**src/dsgfc_pkg.sv**
```systemverilog
package dsgfc_pkg;

    localparam int PHASE_W   = 32;
    localparam int GATE_W    = 16;
    localparam int WRAP_W    = 8;
    localparam int CVAL_W    = 16;
    localparam int DUTY_W    = 8;
    localparam int TOTAL_W   = 24;
    localparam int LUT_IDX_W = 8;
    localparam int CFG_IDX_W = 2;
    localparam int CFG_DAT_W = 32;

    localparam logic [CFG_IDX_W-1:0] CFG_PHASE_STEP = 2'd0;
    localparam logic [CFG_IDX_W-1:0] CFG_GATE_TICKS = 2'd1;

    localparam logic [PHASE_W-1:0] PHASE_STEP_RST = 32'h0400_0000;
    localparam logic [GATE_W-1:0]  GATE_TICKS_RST = 16'd1569;

    typedef struct packed {
        logic              start_request;
        logic              counter_wrapped;
        logic [CVAL_W-1:0] counter_value;
    } t_in_item;

    typedef struct packed {
        logic [DUTY_W-1:0]  duty;
        logic               counter_enable;
        logic               result_valid;
        logic [TOTAL_W-1:0] edge_total;
    } t_out_item;

    // Measurement outcome handed from the gate counter to the top level
    typedef struct packed {
        logic               counter_enable;
        logic               result_valid;
        logic [TOTAL_W-1:0] edge_total;
    } t_gate_res;

    localparam logic [DUTY_W-1:0] SINE_LUT [2**LUT_IDX_W] = '{
        8'd127, 8'd130, 8'd133, 8'd136, 8'd139, 8'd143, 8'd146, 8'd149,
        8'd152, 8'd155, 8'd158, 8'd161, 8'd164, 8'd167, 8'd170, 8'd173,
        8'd176, 8'd178, 8'd181, 8'd184, 8'd187, 8'd190, 8'd192, 8'd195,
        8'd198, 8'd200, 8'd203, 8'd205, 8'd208, 8'd210, 8'd212, 8'd215,
        8'd217, 8'd219, 8'd221, 8'd223, 8'd225, 8'd227, 8'd229, 8'd231,
        8'd233, 8'd234, 8'd236, 8'd238, 8'd239, 8'd240, 8'd242, 8'd243,
        8'd244, 8'd245, 8'd247, 8'd248, 8'd249, 8'd249, 8'd250, 8'd251,
        8'd252, 8'd252, 8'd253, 8'd253, 8'd253, 8'd254, 8'd254, 8'd254,
        8'd254, 8'd254, 8'd254, 8'd254, 8'd253, 8'd253, 8'd253, 8'd252,
        8'd252, 8'd251, 8'd250, 8'd249, 8'd249, 8'd248, 8'd247, 8'd245,
        8'd244, 8'd243, 8'd242, 8'd240, 8'd239, 8'd238, 8'd236, 8'd234,
        8'd233, 8'd231, 8'd229, 8'd227, 8'd225, 8'd223, 8'd221, 8'd219,
        8'd217, 8'd215, 8'd212, 8'd210, 8'd208, 8'd205, 8'd203, 8'd200,
        8'd198, 8'd195, 8'd192, 8'd190, 8'd187, 8'd184, 8'd181, 8'd178,
        8'd176, 8'd173, 8'd170, 8'd167, 8'd164, 8'd161, 8'd158, 8'd155,
        8'd152, 8'd149, 8'd146, 8'd143, 8'd139, 8'd136, 8'd133, 8'd130,
        8'd127, 8'd124, 8'd121, 8'd118, 8'd115, 8'd111, 8'd108, 8'd105,
        8'd102, 8'd99,  8'd96,  8'd93,  8'd90,  8'd87,  8'd84,  8'd81,
        8'd78,  8'd76,  8'd73,  8'd70,  8'd67,  8'd64,  8'd62,  8'd59,
        8'd56,  8'd54,  8'd51,  8'd49,  8'd46,  8'd44,  8'd42,  8'd39,
        8'd37,  8'd35,  8'd33,  8'd31,  8'd29,  8'd27,  8'd25,  8'd23,
        8'd21,  8'd20,  8'd18,  8'd16,  8'd15,  8'd14,  8'd12,  8'd11,
        8'd10,  8'd9,   8'd7,   8'd6,   8'd5,   8'd5,   8'd4,   8'd3,
        8'd2,   8'd2,   8'd1,   8'd1,   8'd1,   8'd0,   8'd0,   8'd0,
        8'd0,   8'd0,   8'd0,   8'd0,   8'd1,   8'd1,   8'd1,   8'd2,
        8'd2,   8'd3,   8'd4,   8'd5,   8'd5,   8'd6,   8'd7,   8'd9,
        8'd10,  8'd11,  8'd12,  8'd14,  8'd15,  8'd16,  8'd18,  8'd20,
        8'd21,  8'd23,  8'd25,  8'd27,  8'd29,  8'd31,  8'd33,  8'd35,
        8'd37,  8'd39,  8'd42,  8'd44,  8'd46,  8'd49,  8'd51,  8'd54,
        8'd56,  8'd59,  8'd62,  8'd64,  8'd67,  8'd70,  8'd73,  8'd76,
        8'd78,  8'd81,  8'd84,  8'd87,  8'd90,  8'd93,  8'd96,  8'd99,
        8'd102, 8'd105, 8'd108, 8'd111, 8'd115, 8'd118, 8'd121, 8'd124
    };

endpackage

```
**src/dsgfc_dds.sv**
```systemverilog
module dsgfc_dds
    import dsgfc_pkg::*;
#(
    parameter int TABLE_BITS = 8
) (
    input  logic               i_clk,
    input  logic               i_rst_n,
    input  logic               i_advance,
    input  logic [PHASE_W-1:0] i_phase_step,
    output logic [DUTY_W-1:0]  o_duty
);

    // Phase bits that survive the table resolution, capped at the table index width
    localparam int KEEP_BITS = (TABLE_BITS < LUT_IDX_W) ? TABLE_BITS : LUT_IDX_W;
    localparam logic [LUT_IDX_W-1:0] IDX_MASK = ~({LUT_IDX_W{1'b1}} >> KEEP_BITS);

    logic [PHASE_W-1:0]   r_phase;
    logic [PHASE_W-1:0]   n_phase;
    logic [LUT_IDX_W-1:0] lut_idx;

    assign n_phase = r_phase + i_phase_step;
    assign lut_idx = n_phase[PHASE_W-1 -: LUT_IDX_W] & IDX_MASK;
    assign o_duty  = SINE_LUT[lut_idx];

    always_ff @(posedge i_clk) begin
        if (!i_rst_n) begin
            r_phase <= '0;
        end else if (i_advance) begin
            r_phase <= n_phase;
        end
    end

endmodule

```
**src/dsgfc_gate.sv**
```systemverilog
module dsgfc_gate
    import dsgfc_pkg::*;
#(
    parameter int COUNTER_BITS = 16
) (
    input  logic              i_clk,
    input  logic              i_rst_n,
    input  logic              i_advance,
    input  t_in_item          i_item,
    input  logic [GATE_W-1:0] i_gate_ticks,
    output t_gate_res         o_res
);

    localparam int SUM_W = (COUNTER_BITS + WRAP_W > TOTAL_W) ?
                           (COUNTER_BITS + WRAP_W) : TOTAL_W;
    localparam logic [SUM_W-1:0] CVAL_MASK = (SUM_W'(1) << COUNTER_BITS) - SUM_W'(1);

    logic              r_start_pending;
    logic              r_measuring;
    logic [GATE_W-1:0] r_gate_count;
    logic [WRAP_W-1:0] r_wrap_count;

    logic              n_start_pending;
    logic              n_measuring;
    logic [GATE_W-1:0] n_gate_count;
    logic [WRAP_W-1:0] n_wrap_count;

    logic [GATE_W-1:0] gate_base;
    logic [WRAP_W-1:0] wrap_base;
    logic              pend_base;
    logic              done;
    logic [SUM_W-1:0]  sum;

    // A start request clears the counts before this tick's gate step
    assign gate_base = i_item.start_request ? '0 : r_gate_count;
    assign wrap_base = i_item.start_request ? '0 : r_wrap_count;
    assign pend_base = i_item.start_request | r_start_pending;
    assign done      = r_measuring && (gate_base >= i_gate_ticks);

    assign sum = (SUM_W'(wrap_base) << COUNTER_BITS)
               + (SUM_W'(i_item.counter_value) & CVAL_MASK);

    always_comb begin
        n_start_pending = pend_base;
        n_measuring     = r_measuring;
        n_gate_count    = gate_base;
        n_wrap_count    = wrap_base;
        if (r_measuring) begin
            if (done) begin
                n_measuring = 1'b0;
            end else begin
                n_gate_count = gate_base + GATE_W'(1);
                if (i_item.counter_wrapped) begin
                    n_wrap_count = wrap_base + WRAP_W'(1);
                end
            end
        end else if (pend_base) begin
            n_start_pending = 1'b0;
            n_measuring     = 1'b1;
        end
    end

    assign o_res.counter_enable = n_measuring;
    assign o_res.result_valid   = done;
    assign o_res.edge_total     = done ? sum[TOTAL_W-1:0] : '0;

    always_ff @(posedge i_clk) begin
        if (!i_rst_n) begin
            r_start_pending <= 1'b0;
            r_measuring     <= 1'b0;
            r_gate_count    <= '0;
            r_wrap_count    <= '0;
        end else if (i_advance) begin
            r_start_pending <= n_start_pending;
            r_measuring     <= n_measuring;
            r_gate_count    <= n_gate_count;
            r_wrap_count    <= n_wrap_count;
        end
    end

endmodule

```
**src/dds_sine_with_gated_freq_counter_unit.sv**
```systemverilog
// DDS sine generator with a gated frequency counter.
//
// Input channel (i_in_valid / o_in_ready / i_in_data): one transfer per reference
// tick, carrying the start request and the external edge counter's wrap flag and
// value. Every tick yields exactly one result on the output channel
// (o_out_valid / i_out_ready / o_out_data): the PWM duty from the sine table, the
// counter enable, and on the tick a gate closes, result_valid with edge_total.
//
// A transferred tick is registered in the output register, or the skid register if
// that is held. Throughput is one tick per clock while o_in_ready is high; the
// phase adder, gate compare and table read feed the output stage combinationally.
// A two-entry output stage (output register plus skid register) keeps o_in_ready
// high while one result waits; o_in_ready only drops once both entries are full,
// so a stalled receiver backs up the input after two ticks.
//
// Configuration (i_cfg_valid / o_cfg_ready / i_cfg_index / i_cfg_data) is always
// ready; index 0 is the phase step, 1 the gate length, others are ignored.
// Write it only while no tick is in flight.
// Synchronous reset clears phase, measurement state and both output entries and
// restores the default phase step and gate length. No clearing pass is needed.
module dds_sine_with_gated_freq_counter_unit
    import dsgfc_pkg::*;
#(
    parameter int TABLE_BITS   = 8,
    parameter int COUNTER_BITS = 16
) (
    input  logic                 i_clk,
    input  logic                 i_rst_n,

    input  logic                 i_in_valid,
    output logic                 o_in_ready,
    input  t_in_item             i_in_data,

    output logic                 o_out_valid,
    input  logic                 i_out_ready,
    output t_out_item            o_out_data,

    input  logic                 i_cfg_valid,
    output logic                 o_cfg_ready,
    input  logic [CFG_IDX_W-1:0] i_cfg_index,
    input  logic [CFG_DAT_W-1:0] i_cfg_data
);

    // Configuration registers
    logic [PHASE_W-1:0] r_phase_step;
    logic [GATE_W-1:0]  r_gate_ticks;

    // Output stage: main register and skid entry
    logic      r_out_valid;
    t_out_item r_out_data;
    logic      r_skid_valid;
    t_out_item r_skid_data;

    logic      in_xfer;
    logic      out_xfer;
    logic      cfg_xfer;
    logic      load_main;

    logic [DUTY_W-1:0] duty;
    t_gate_res         gate_res;
    t_out_item         new_item;

    assign o_cfg_ready = 1'b1;
    assign cfg_xfer    = i_cfg_valid & o_cfg_ready;

    // Ready depends only on the skid entry, never on i_out_ready
    assign o_in_ready = ~r_skid_valid;
    assign in_xfer    = i_in_valid & o_in_ready;
    assign out_xfer   = r_out_valid & i_out_ready;

    always_ff @(posedge i_clk) begin
        if (!i_rst_n) begin
            r_phase_step <= PHASE_STEP_RST;
            r_gate_ticks <= GATE_TICKS_RST;
        end else if (cfg_xfer) begin
            unique case (i_cfg_index)
                CFG_PHASE_STEP: r_phase_step <= i_cfg_data[PHASE_W-1:0];
                CFG_GATE_TICKS: r_gate_ticks <= i_cfg_data[GATE_W-1:0];
                default: begin
                end
            endcase
        end
    end

    dsgfc_dds #(
        .TABLE_BITS (TABLE_BITS)
    ) u_dds (
        .i_clk        (i_clk),
        .i_rst_n      (i_rst_n),
        .i_advance    (in_xfer),
        .i_phase_step (r_phase_step),
        .o_duty       (duty)
    );

    dsgfc_gate #(
        .COUNTER_BITS (COUNTER_BITS)
    ) u_gate (
        .i_clk        (i_clk),
        .i_rst_n      (i_rst_n),
        .i_advance    (in_xfer),
        .i_item       (i_in_data),
        .i_gate_ticks (r_gate_ticks),
        .o_res        (gate_res)
    );

    assign new_item.duty           = duty;
    assign new_item.counter_enable = gate_res.counter_enable;
    assign new_item.result_valid   = gate_res.result_valid;
    assign new_item.edge_total     = gate_res.edge_total;

    // New result goes straight to the main register when it is free or draining
    assign load_main = ~r_out_valid | out_xfer;

    always_ff @(posedge i_clk) begin
        if (!i_rst_n) begin
            r_out_valid  <= 1'b0;
            r_skid_valid <= 1'b0;
        end else begin
            if (in_xfer) begin
                if (load_main) begin
                    r_out_valid <= 1'b1;
                end else begin
                    r_skid_valid <= 1'b1;
                end
            end else if (out_xfer) begin
                if (r_skid_valid) begin
                    r_skid_valid <= 1'b0;
                end else begin
                    r_out_valid <= 1'b0;
                end
            end
        end
    end

    always_ff @(posedge i_clk) begin
        if (in_xfer) begin
            if (load_main) begin
                r_out_data <= new_item;
            end else begin
                r_skid_data <= new_item;
            end
        end else if (out_xfer && r_skid_valid) begin
            r_out_data <= r_skid_data;
        end
    end

    assign o_out_valid = r_out_valid;
    assign o_out_data  = r_out_data;

`ifndef SYNTHESIS
    // Skid entry is only ever filled behind a held main entry
    a_skid_behind_main: assert property (@(posedge i_clk) disable iff (!i_rst_n)
        r_skid_valid |-> r_out_valid)
        else $error("skid entry valid while output register empty");

    // A tick taken while the output is empty shows up on the next cycle
    a_one_cycle_latency: assert property (@(posedge i_clk) disable iff (!i_rst_n)
        (in_xfer && !r_out_valid) |=> r_out_valid)
        else $error("accepted tick did not reach the output register");

    // Closing a gate ends the measurement in the same result
    a_done_disables: assert property (@(posedge i_clk) disable iff (!i_rst_n)
        (r_out_valid && r_out_data.result_valid) |-> !r_out_data.counter_enable)
        else $error("counter still enabled on a completed measurement");

    // Total is zero whenever no measurement completes
    a_total_zero: assert property (@(posedge i_clk) disable iff (!i_rst_n)
        (r_out_valid && !r_out_data.result_valid) |-> (r_out_data.edge_total == '0))
        else $error("edge total nonzero without a completed measurement");
`endif

endmodule
```
**config.mk**
```make
export PLATFORM = sky130hd
export DESIGN_NAME = dds_sine_with_gated_freq_counter_unit
export DESIGN_NICKNAME = d
export VERILOG_FILES = /design/src/dsgfc_pkg.sv /design/src/dsgfc_dds.sv /design/src/dsgfc_gate.sv /design/src/dds_sine_with_gated_freq_counter_unit.sv
export SDC_FILE = /design/constraint.sdc
export NUM_CORES = 1
export LEC_CHECK = 0
export BUFFER_PORTS_ARGS = -buffer_cell sky130_fd_sc_hd__buf_4
export CAP_MARGIN = 30
export CORE_MARGIN = 5
export CORE_UTILIZATION = 30
export DETAILED_ROUTE_END_ITERATION = 12
export SYNTH_ARGS = -nofsm -noshare
export SYNTH_HDL_FRONTEND = slang
export SYNTH_SLANG_ARGS = --single-unit
export TNS_END_PERCENT = 20
```
**constraint.sdc**
```tcl
create_clock -name i_clk -period 5.19 [get_ports i_clk]
set_clock_uncertainty 0.2 [all_clocks]
set_input_delay 0.7785 -clock i_clk [delete_from_list [all_inputs] [get_ports i_clk]]
set_output_delay 0.7785 -clock i_clk [all_outputs]
set_load 0.02 [all_outputs]
```
Word level (Yosys, flattened, before mapping)
Memory sizes are Yosys's and may differ from the RTL's. Cells that the tools add are included.

Flip-flop bits (word level): 176. Latch bits: 0. Bits in writable memories: 0. Memory bits (read-only): 2048. Bits of input ports: 57. Output and inout port bits: 37. Logic and storage cells: 71. Memories kept: 1.

Memory list: (no name shown) (depth 256, width 8, rd ports 1, clocked after memory_dff 0, write ports 0, RTL line dsgfc_dds.sv:23) `assign o_duty = SINE_LUT[lut_idx];`.

$add $sub $neg: 4. Multiply operators: 0. Divide/modulo/power cells: 0. $lt $le $gt $ge: 2. Equality and inequality tests: 4. Shifts and indexed selects: 0. Mux-type cells: 24. Bitwise operators: 8. Reduce and logical (&&, ||, !) cells: 11.

Operators by type and width (number): $mux W34 (3); $mux W16 (3); $mux W8 (6); $add A32 B32 Y32 (1); $add A24 B16 Y24 (1); $mux W24 (1); $add A16 B1 Y16 const B (1); $ge A16 B16 Y1 (1); $mux W1 (11); $reduce_and A2 Y1 (5); $ge A9 B9 Y1 const B (1); $not A8 Y9 (1); $add A8 B1 Y8 const B (1); $ne A2 B1 Y1 const B (2); $reduce_bool A2 Y1 (2); $not A1 Y1 (3); $reduce_and A3 Y1 (1); $and A1 B1 Y1 (2); $eq A2 B1 Y1 const B (1); $logic_and A1 B1 Y1 (2); $logic_not A2 Y1 (1); $ne A2 B2 Y1 const B (1); $or A1 B1 Y1 (2).

Longest topological paths before layout
Gate-level depths: netlist of run 1.

Word-level depth: 7. Depth in mapped cells: 21.

Cells and area by module
Synthesis of run 1 repeated with hierarchy kept, for this count alone.

Cell total of the unflattened synthesis: 1323. Area total of the unflattened synthesis: 11651.2 µm².

By module, submodules not included: dsgfc_dds (times used 1, cells an instance 718, area an instance 5146.2 µm², seq. area each 640.6 µm²); dds_sine_with_gated_freq_counter_unit (times used 1, cells an instance 321, area an instance 4356.7 µm², seq. area each 3042.9 µm²); dsgfc_gate (times used 1, cells an instance 284, area an instance 2148.3 µm², seq. area each 520.5 µm²).

Worst setup path before layout of run 1
Ideal clock, no wire load.

Kind: reg2reg. From: reg r_phase_step[21]. To: reg r_out_data, in the netlist o_out_data[29] (data pin). Library setup time: 260 ps. Arrival: 4117 ps. Data required time: 4730 ps. Slack: 613 ps. Stages on the path, launching flop included: 19. Clock period less this slack: 4577 ps. Cells stage by stage: dfxtp_1 > ha_1 > buf_2 > a21o_1 > a221o_1 > or4_1 > a21oi_1 > nor2_1 > buf_2 > buf_2 > ha_1 > clkbuf_1 > inv_1 > a311o_1 > o2111ai_1 > a2111oi_1 > o21ai_1 > a32oi_2 > mux2_2.

Cells in the longest elaborated chain, start to end: 7.

RTL lines: start: declaration (RTL line dds_sine_with_gated_freq_counter_unit.sv:45) `logic [PHASE_W-1:0] r_phase_step;`; start signal: assignment (RTL line dds_sine_with_gated_freq_counter_unit.sv:77) `CFG_PHASE_STEP: r_phase_step <= i_cfg_data[PHASE_W-1:0];`; $add A32 B32 Y32 (RTL line dsgfc_dds.sv:21) `assign n_phase = r_phase + i_phase_step;`; $not A8 Y9 (not written as such) (RTL line dsgfc_dds.sv:23); $mem_v2 Z256 W8; $mux W8 (not written as such) (2 in a row) (RTL line dsgfc_dds.sv:23); via duty[3] (RTL line dds_sine_with_gated_freq_counter_unit.sv:59) `logic [DUTY_W-1:0] duty;`; $mux W34 (RTL line dds_sine_with_gated_freq_counter_unit.sv:137) `if (load_main) begin`; $mux W34 (RTL line dds_sine_with_gated_freq_counter_unit.sv:136) `if (in_xfer) begin`; end signal: assignment (RTL line dds_sine_with_gated_freq_counter_unit.sv:138) `r_out_data <= new_item;`; end signal: assignment (RTL line dds_sine_with_gated_freq_counter_unit.sv:143) `r_out_data <= r_skid_data;`; end: declaration (RTL line dds_sine_with_gated_freq_counter_unit.sv:50) `t_out_item r_out_data;`.

The timed path passes the listed nets, and every way through them passes these cells. The select of a mux whose other input is x is not followed. A chain may end at the register's enable or synchronous reset.

Worst setup path after layout of run 1
From: reg r_phase_step[13]. To: reg r_out_data, in the netlist o_out_data[29] (data pin).

The elaborated chain is that of the path after synthesis.

==> results of run 1 <==
critical path, stage by stage, from the launching register on:
cell and delay [ps]:
dfxtp_1 320, ha_1 440, nand4_2 170, or3_1 350, a2111o_1 360, a31o_2 270, nand3_1 160, buf_4 320
ha_1 380, buf_4 200, nand2_1 150, a21oi_1 130, o311ai_0 530, a32oi_2 190, mux2_2 290
cells by family after synthesis:
logic type | share of synthesized area
DFF | 0.363
adders and majority gates | 0.0643
and+or+nand+nor | 0.200
AOI/OAI and AO/OA | 0.260
xor gates and xnor gates | 0.0271
muxes | 0.0291
other | 0.000324
buffers and inverters | 0.0567
stage by stage:
step	instance area, µm²	hold slack, ps	power (mW)	worst slack, ps	std cells
after floorplan	11600	236	2.11	613	1383
after global placement	12700	242	2.39	581	1923
after detailed placement	12700	250	2.39	574	1924
after CTS	13300	260	3.67	558	1956
after global routing	13300	275	3.81	124	1956
final	13300	257	3.65	487	1956
how the worst max path moves through the flow:
stage	start	end	slack, ps	cells after the start
finish	r_phase_step[13]	o_out_data[29]	490	14
global route	r_phase_step[23]	o_out_data[30]	120	16
CTS	r_phase_step[13]	o_out_data[29]	560	14
detailed placement	r_phase_step[13]	o_out_data[29]	570	14
global placement	r_phase_step[13]	o_out_data[29]	580	14
floorplan	r_phase_step[21]	o_out_data[29]	610	18
power groups by stage:
stage | clock network (mW) | registers, mW | logic (mW)
floorplan | 0 | 1.60 | 0.511
global route | 1.37 | 1.54 | 0.896
finish | 1.28 | 1.54 | 0.832
global placement | 0 | 1.57 | 0.821
detailed placement | 0 | 1.57 | 0.820
CTS | 1.31 | 1.54 | 0.822
metal layers:
metal / wire length, µm / GRT usage
met3: 1770 / 0.0252
met5: 0 / 0
met2: 16400 / 0.261
met4: 710 / 0.0449
met1: 15700 / 0.216
state kept, by name (all words and copies together), names as in the netlist:
name / flops
r_skid_valid: 1
u_gate.r_measuring: 1
u_gate.r_wrap_count: 8
r_skid_data: 34
o_out_valid: 1
u_gate.r_gate_count: 16
r_phase_step: 32
r_gate_ticks: 16
o_out_data: 34
u_gate.r_start_pending: 1
u_dds.r_phase: 32
placed cells by master, fill, tap and decap left out, types with 39 or more instances in the layout:
cell type and count:
o21ai_0 45, nand3_1 39, ha_1 58, inv_1 40
nor2_1 82, nand2_1 230, buf_4 128, edfxtp_1 68
a21oi_1 157, dfxtp_1 108
area by class of cell:
type                       count  area, µm²
inverter                      43        161
sequential                   176       4200
clock buffer                  20        457
clock inverter                12        120
multi-input combinational   1058       6750
tap                          518        648
fill                        4033      25100
timing repair buffer         129        981
==> results.toml, run 1 <==
[status]
run_status = "complete, no violations"

[synthesis]
syn_area_mm2 = 0.0116
syn_nets = 1499
synth_warnings = 0
yosysSeqAreaShare = 0.363
ys_top_cells_by_area = "dfxtp_1 (19%), edfxtp_1 (18%), nand2_1 (7.4%)"
synthTopCellsByCount = "nand2_1 (230), a21oi_1 (158), dfxtp_1 (108)"
ys_types = 93
syn_inst = 1383
synth-edff-count = 68
synthMostInstantiatedCell = "nand2_1"
synthArstFlopShare = 0
postSynthAreaPerCell_um2 = 8.38
synth_top_area_frac = 0.187
synth_seq_cells = 176
synth_flop_cell = "dfxtp_1"
synth_top_cell_by_area = "dfxtp_1"

[floorplanning]
core.rowCount = 72
die-area_mm2 = 0.0427
core-area_mm2 = 0.0385
fp.dieH_um = 207
fp.dieW_um = 207
io_pins = 94
initial_core_util = 0.301

[timing]
slew_headroom = 0.267
worstMarginPinSlew_ps = 1090
slew_violations = 0
max_freq_mhz = 213
setup_viol = 0
period_share = 0.906
rsz0062_at_grt = "false"
min_period_ps = 4700
hold_viol = 0
setup_tns_ps = 0

[cts]
cts_sinks = 176
clk_latency_ps = 440
cts_tree = "built"
clock_path_buffers = 2
cts_root_buffer = "clkbuf_16"
cts_buffers = 17
clkTransAtPathRegs_ps = 60
cts_setup_buffers = 0
cts_resized = 0
htree_num_levels = 4
cts_hold_buf = 0

[worst_setup_path]
endpoint_kind = "register"
startpoint_type = "register"
regToRegSetupSlack_ps = 490
r2r-end = "o_out_data[29]"
cp_data_arrival_time_ps = 4690
r2r_start = "r_phase_step[13]"
required_ps = 5170
cp_max_fo = 22
reg2reg_depth = 14
path_class = "register to register"

[run]
maxCapViolations = 0

[power]
p_sw_mw = 1.15
sequentialPowerShare = 0.422
power_density_mw_per_mm2 = 274
p_comb_frac = 0.228
p_clk_frac = 0.351
ir_drop_mv = 0.196
intPower_mw = 2.50
power.leakage_nw = 4.84
sw_frac_of_total = 0.314

[placement]
io_buffer_count = 92
gp_congestion = 0.929
dp_hpwl_um = 24600

[finish]
syn2layout_area_growth_pct = 15.0
final_core_util = 0.346
drive_above_1_share = 0.159
nets = 1541
antenna_cells = 0

[drt]
wire_per_inst_um = 17.7
firstDrtPassIters = 6
viasPerCell = 5.41
wirelength_um = 34500
drc = 0
ant_nets = 0
initialDrtViolationCount = 937
vias = 10600

[global_routing]
grt_antenna_before_repair = 0
grt_pass1_vias = 10300
grt-ovfl-total = 0
grt_first_pass_wirelength_um = 54900
grt_use_total = 0.158
grt_start_max_net_pins = 48

[min_path]
hold_class = "register to register"
hold_path_startpoint = "u_dds.r_phase[14]"
min_path_cells = 2
hold-path-endpoint = "u_dds.r_phase[14]"
Power figures use the tool's default switching activity.
==> run 2, diff against run 1 <==
BUFFER_PORTS_ARGS = -buffer_cell sky130_fd_sc_hd__buf_2   (was -buffer_cell sky130_fd_sc_hd__buf_4)
PLACE_DENSITY = 0.57   (was unset)
==> run 2 against run 1 <==
  * Sequential cell count stayed put
  * Setup slack worse by 190 ps
  * Total power is 0.33% lower
  * Critical path type unchanged
==> results.toml, run 2 (synthesis results as in run 1) <==
[finish]
antenna_cells = 0
final_common_cell = "nand2_1"
final_cell_mix = "nand2_1 (229), a21oi_1 (157), dfxtp_1 (108)"
drive_above_1_share = 0.157
nets = 1539
syn2layout_area_growth_pct = 13.0

[floorplanning]
core.rowCount = 72
initial_core_util = 0.301
die-area_mm2 = 0.0427
io_pins = 94
fp.dieW_um = 207
fp.dieH_um = 207
core-area_mm2 = 0.0385

[min_path]
hold_class = "register to register"
hold_path_startpoint = "u_dds.r_phase[10]"

[global_routing]
grt-ovfl-total = 0
grt_first_pass_wirelength_um = 56800
grt_pass1_vias = 10400
grt_use_total = 0.164
grt_antenna_before_repair = 0
grt_start_max_net_pins = 48

[worst_setup_path]
crit_path_end = "o_out_data[30]"
cp_data_arrival_time_ps = 4850
path_buf_inv = 2
cp_max_fo = 23
startpoint_type = "register"
path_delay_family = "simple AND/OR/NAND/NOR gates"
required_ps = 5150
reg2reg_depth = 14
endpoint_kind = "register"
cp_cell_sequence = "ha_1 > a21o_1 > a221o_1 > nor4_1 > nor3_1 > nor2_1 > buf_4 > inv_1 > ha_1 > nor3_1 > a2bb2oi_1 > a311oi_1 > a311o_1 > o31ai_1"
crit_start = "r_phase_step[21]"
critical_path_cell_count = 14
regToRegSetupSlack_ps = 300
r2r_start = "r_phase_step[21]"
path_class = "register to register"
slowest_stage = "nor3_1"
r2r-end = "o_out_data[30]"
max_stage_delay_ps = 650

[power]
power_density_mw_per_mm2 = 278
ir_drop_mv = 0.216
power.leakage_nw = 4.76

[cts]
cts_setup_buffers = 0
htree_num_levels = 4
cts_tree = "built"
cts_sinks = 176
cts_resized = 0
cts_hold_buf = 0
cts_root_buffer = "clkbuf_16"
clock_path_buffers = 2
clkTransAtPathRegs_ps = 70
cts_buffers = 17
clk_latency_ps = 440

[timing]
slew_violations = 0
worstMarginPinSlew_ps = 944
timing.hold.ws_ps = 257
min_period_ps = 4890
hold_viol = 0
slew_headroom = 0.368
period_share = 0.942
max_freq_mhz = 205
setup_tns_ps = 0
rsz0062_at_grt = "false"
setup_viol = 0

[status]
run_status = "complete, no violations"

[placement]
io_buffer_count = 92
dp_hpwl_um = 24900
gp_congestion = 0.946

[drt]
ant_nets = 0
drc = 0
viasPerCell = 5.52
wirelength_um = 35400
wire_per_inst_um = 18.1
initialDrtViolationCount = 953
vias = 10800
firstDrtPassIters = 5

[run]
maxCapViolations = 0
==> run 2: where the power goes <==
group          switching, mW  internal [mW]
registers             0.0277           1.51
clock network          0.583          0.711
logic                  0.538          0.269
total                   1.15           2.49
==> run 2: worst min-delay path by stage <==
| stage | end | slack (ps) | cells after the start |
|---|---|---|---|
| floorplan | u_dds.r_phase[10] | 240 | 2 |
| global placement | u_dds.r_phase[7] | 240 | 2 |
| detailed placement | u_dds.r_phase[10] | 250 | 2 |
| CTS | u_dds.r_phase[10] | 260 | 2 |
| global route | u_dds.r_phase[23] | 270 | 2 |
| finish | u_dds.r_phase[10] | 260 | 2 |
==> run 2: layout make-up <==
cell class	count	area, µm²
fillers	4059	25400
multi-input cells	1058	6760
clock inverters	9	97.6
inverters	43	161
clock buffers	23	478
well taps	518	648
repair buffers	127	756
flip-flops and latches	176	4200
==> run 2: tightest hold or removal path: stages (launching register included) <==
cell     delay [ps]
dfxtp_1         310
nand2_1          50
a21oi_1          50
==> run 2: per-stage QoR <==
stage	worst slack (ps)	util	power, mW	cell area (µm²)	instances
global placement	521	0.324	2.36	12500	1920
CTS	457	0.340	3.66	13100	1953
detailed placement	504	0.325	2.36	12500	1921
finish	300	0.341	3.64	13100	1954
global route	2.17	0.341	3.80	13100	1954
floorplan	613	-	2.11	11600	1383
==> run 2: layer usage <==
| layer | wire, µm | part of all wire | global-route usage | up-vias |
|---|---|---|---|---|
| met5 | 0 | 0 | 0 | - |
| met4 | 622 | 0.018 | 0.0487 | 0 |
| met3 | 2090 | 0.059 | 0.0266 | 46 |
| met2 | 16400 | 0.46 | 0.260 | 383 |
| met1 | 16300 | 0.46 | 0.231 | 5194 |
| li1 | - | - | - | 5155 |
==> run 3, diff against run 2 <==
ABC_AREA = 1   (was unset)
CORE_UTILIZATION = 61   (was 30)
PLACE_DENSITY = 0.92   (was 0.57)
==> run 3 against run 2 <==
  * Maximum frequency up 21%
  * Final cell count up 1.8%
  * Routed wire length down 11%
  * Hold slack better by 4.9 ps
  * Global-route usage up 12 points
  * Total power up 12%
  * First-iteration DRC count up 16%
  * Combinational power up 49%
  * Die area down 49%
  * Clock power about the same
  * Count of clock-buffer cells in the layout down 5
  * Largest power group unchanged
==> results.toml, run 3 <==
[synthesis]
synth_flop_cell = "dfxtp_1"
synth_top_area_frac = 0.187
synth_warnings = 0
synthTopCellsByCount = "nand2_1 (433), nor2_1 (231), inv_1 (217)"
ys_types = 45
synth_seq_cells = 176
syn_inst = 1682
synth_top_cell_by_area = "dfxtp_1"
postSynthAreaPerCell_um2 = 6.88
yosysSeqAreaShare = 0.363
synth-edff-count = 68
syn_nets = 1798
ys_top_cells_by_area = "dfxtp_1 (19%), edfxtp_1 (18%), nand2_1 (14%)"
synthArstFlopShare = 0
synthMostInstantiatedCell = "nand2_1"
syn_area_mm2 = 0.0116

[status]
run_status = "complete, no violations"

[cts]
cts_buffers = 17
cts_resized = 0
cts_tree = "built"
cts_hold_buf = 0
cts_sinks = 176
htree_num_levels = 4
cts_setup_buffers = 0
cts_root_buffer = "clkbuf_16"
clk_latency_ps = 440
clkTransAtPathRegs_ps = 70
clock_path_buffers = 2

[timing]
worstMarginPinSlew_ps = 1010
slew_headroom = 0.325
min_period_ps = 4030
slew_violations = 0
setup_viol = 0
hold_viol = 0
setup_tns_ps = 0
period_share = 0.777
max_freq_mhz = 248
rsz0062_at_grt = "false"

[placement]
io_buffer_count = 92
dp_hpwl_um = 22300
gp_congestion = 0.988
dp_cells = 1955

[floorplanning]
die-area_mm2 = 0.0218
initial_core_util = 0.618
fp.dieH_um = 148
core.rowCount = 50
fp.dieW_um = 148
core-area_mm2 = 0.0187
io_pins = 94

[worst_setup_path]
path_class = "input port to register"
crit_path_end = "o_out_data[6]"
reg2reg_depth = 20
r2r_start = "u_dds.r_phase[0]"
cp_max_fo = 24
crit_start = "i_in_data[17]"
max_stage_delay_ps = 390
cp_cell_sequence = "buf_2 > clkinv_1 > nand2_1 > inv_1 > ha_1 > nand4_1 > nor3_1 > nand3_1 > nand3_1 > nand2_1 > buf_4 > inv_1 > nand2_1 > o21ai_0"
startpoint_type = "input port"
cp_data_arrival_time_ps = 4080
endpoint_kind = "register"
regToRegSetupSlack_ps = 1190
r2r-end = "r_skid_data[29]"
required_ps = 5230
critPathMostFrequentCell = "nand2_1"
slowest_stage = "o21ai_0"

[finish]
final_common_cell = "nand2_1"
nets = 1858
drive_above_1_share = 0.112
antenna_cells = 0
final_cell_mix = "nand2_1 (432), nor2_1 (231), inv_1 (217)"
stdcell_count = 1989
syn2layout_area_growth_pct = 9.60

[run]
maxCapViolations = 0

[drt]
wirelength_um = 31400
vias = 11300
drc = 0
wire_per_inst_um = 15.8
initialDrtViolationCount = 1104
ant_nets = 0
viasPerCell = 5.70
firstDrtPassIters = 7

[min_path]
hold_class = "register to register"

[global_routing]
grt_start_max_net_pins = 71
grt_first_pass_wirelength_um = 52200
grt_pass1_vias = 10900
grt_use_total = 0.287
grt-ovfl-total = 0
grt_antenna_before_repair = 0

[power]
ir_drop_mv = 0.291
power.leakage_nw = 6.22
power_density_mw_per_mm2 = 321
-- run 3: routing by layer --
metal,wire [µm],up-vias,track usage,part of all wire
met5,0,-,0,0
met4,955,0,0.112,0.030
met3,2440,92,0.0438,0.078
met2,14700,564,0.482,0.47
met1,13300,5136,0.375,0.42
li1,-,5553,-,-
-- run 3: cell type report --
type / count / area, µm²
clock buffers: 18 / 429
clock inverters: 14 / 161
fillers: 1519 / 6030
inverters: 228 / 856
multi-input cells: 1217 / 6190
flip-flops and latches: 176 / 4200
well taps: 234 / 293
repair buffers: 102 / 548
-- run 3: logic make-up (layout without fill, tap and decap cells) --
| kind of cell | Yosys count | in the layout | share of synthesized area |
|---|---|---|---|
| compound gates | 264 | 264 | 0.124 |
| xor+xnor | 34 | 34 | 0.0306 |
| fa+ha+maj | 59 | 59 | 0.0645 |
| buf+inv | 289 | 362 | 0.102 |
| flops | 176 | 176 | 0.363 |
| other cells | 1 | 1 | 0.000324 |
| simple gates | 859 | 859 | 0.315 |
-- run 3: power breakdown --
| part | total, mW | switching [mW] | internal, mW |
|---|---|---|---|
| Sequential | 1.56 | 0.0344 | 1.53 |
| Clock | 1.31 | 0.615 | 0.690 |
| Combinational | 1.20 | 0.839 | 0.362 |
-- run 3: worst max-delay path: cells and delay by family --
kind,cells,cell delay [ps]
buffers and inverters,5,1210
AOI/OAI and AO/OA,1,390
adders and majority gates,1,290
and+or+nand+nor,7,1380
-- run 3: how the worst min path moves through the flow --
| stage | from | endpoint | slack, ps | cells past startpoint |
|---|---|---|---|---|
| after floorplan | r_gate_ticks[13] | r_gate_ticks[13] | 240 | 2 |
| after global placement | r_gate_ticks[4] | r_gate_ticks[4] | 250 | 2 |
| after detailed placement | r_gate_ticks[15] | r_gate_ticks[15] | 250 | 2 |
| after CTS | r_gate_ticks[11] | r_gate_ticks[11] | 270 | 2 |
| after global routing | r_gate_ticks[13] | r_gate_ticks[13] | 290 | 2 |
| final | r_gate_ticks[15] | r_gate_ticks[15] | 260 | 2 |
-- run 3: metrics by stage --
| stage | area (µm²) | total power [mW] | setup slack, ps | utilization | hold WS [ps] |
|---|---|---|---|---|---|
| finish | 12700 | 4.07 | 1160 | 0.678 | 262 |
| global route | 12700 | 4.28 | 797 | 0.678 | 291 |
| CTS | 12700 | 4.04 | 1230 | 0.676 | 267 |
| detailed placement | 12100 | 2.75 | 960 | 0.645 | 255 |
| global placement | 12100 | 2.73 | 1130 | 0.645 | 251 |
| floorplan | 11600 | 2.48 | 792 | - | 235 |
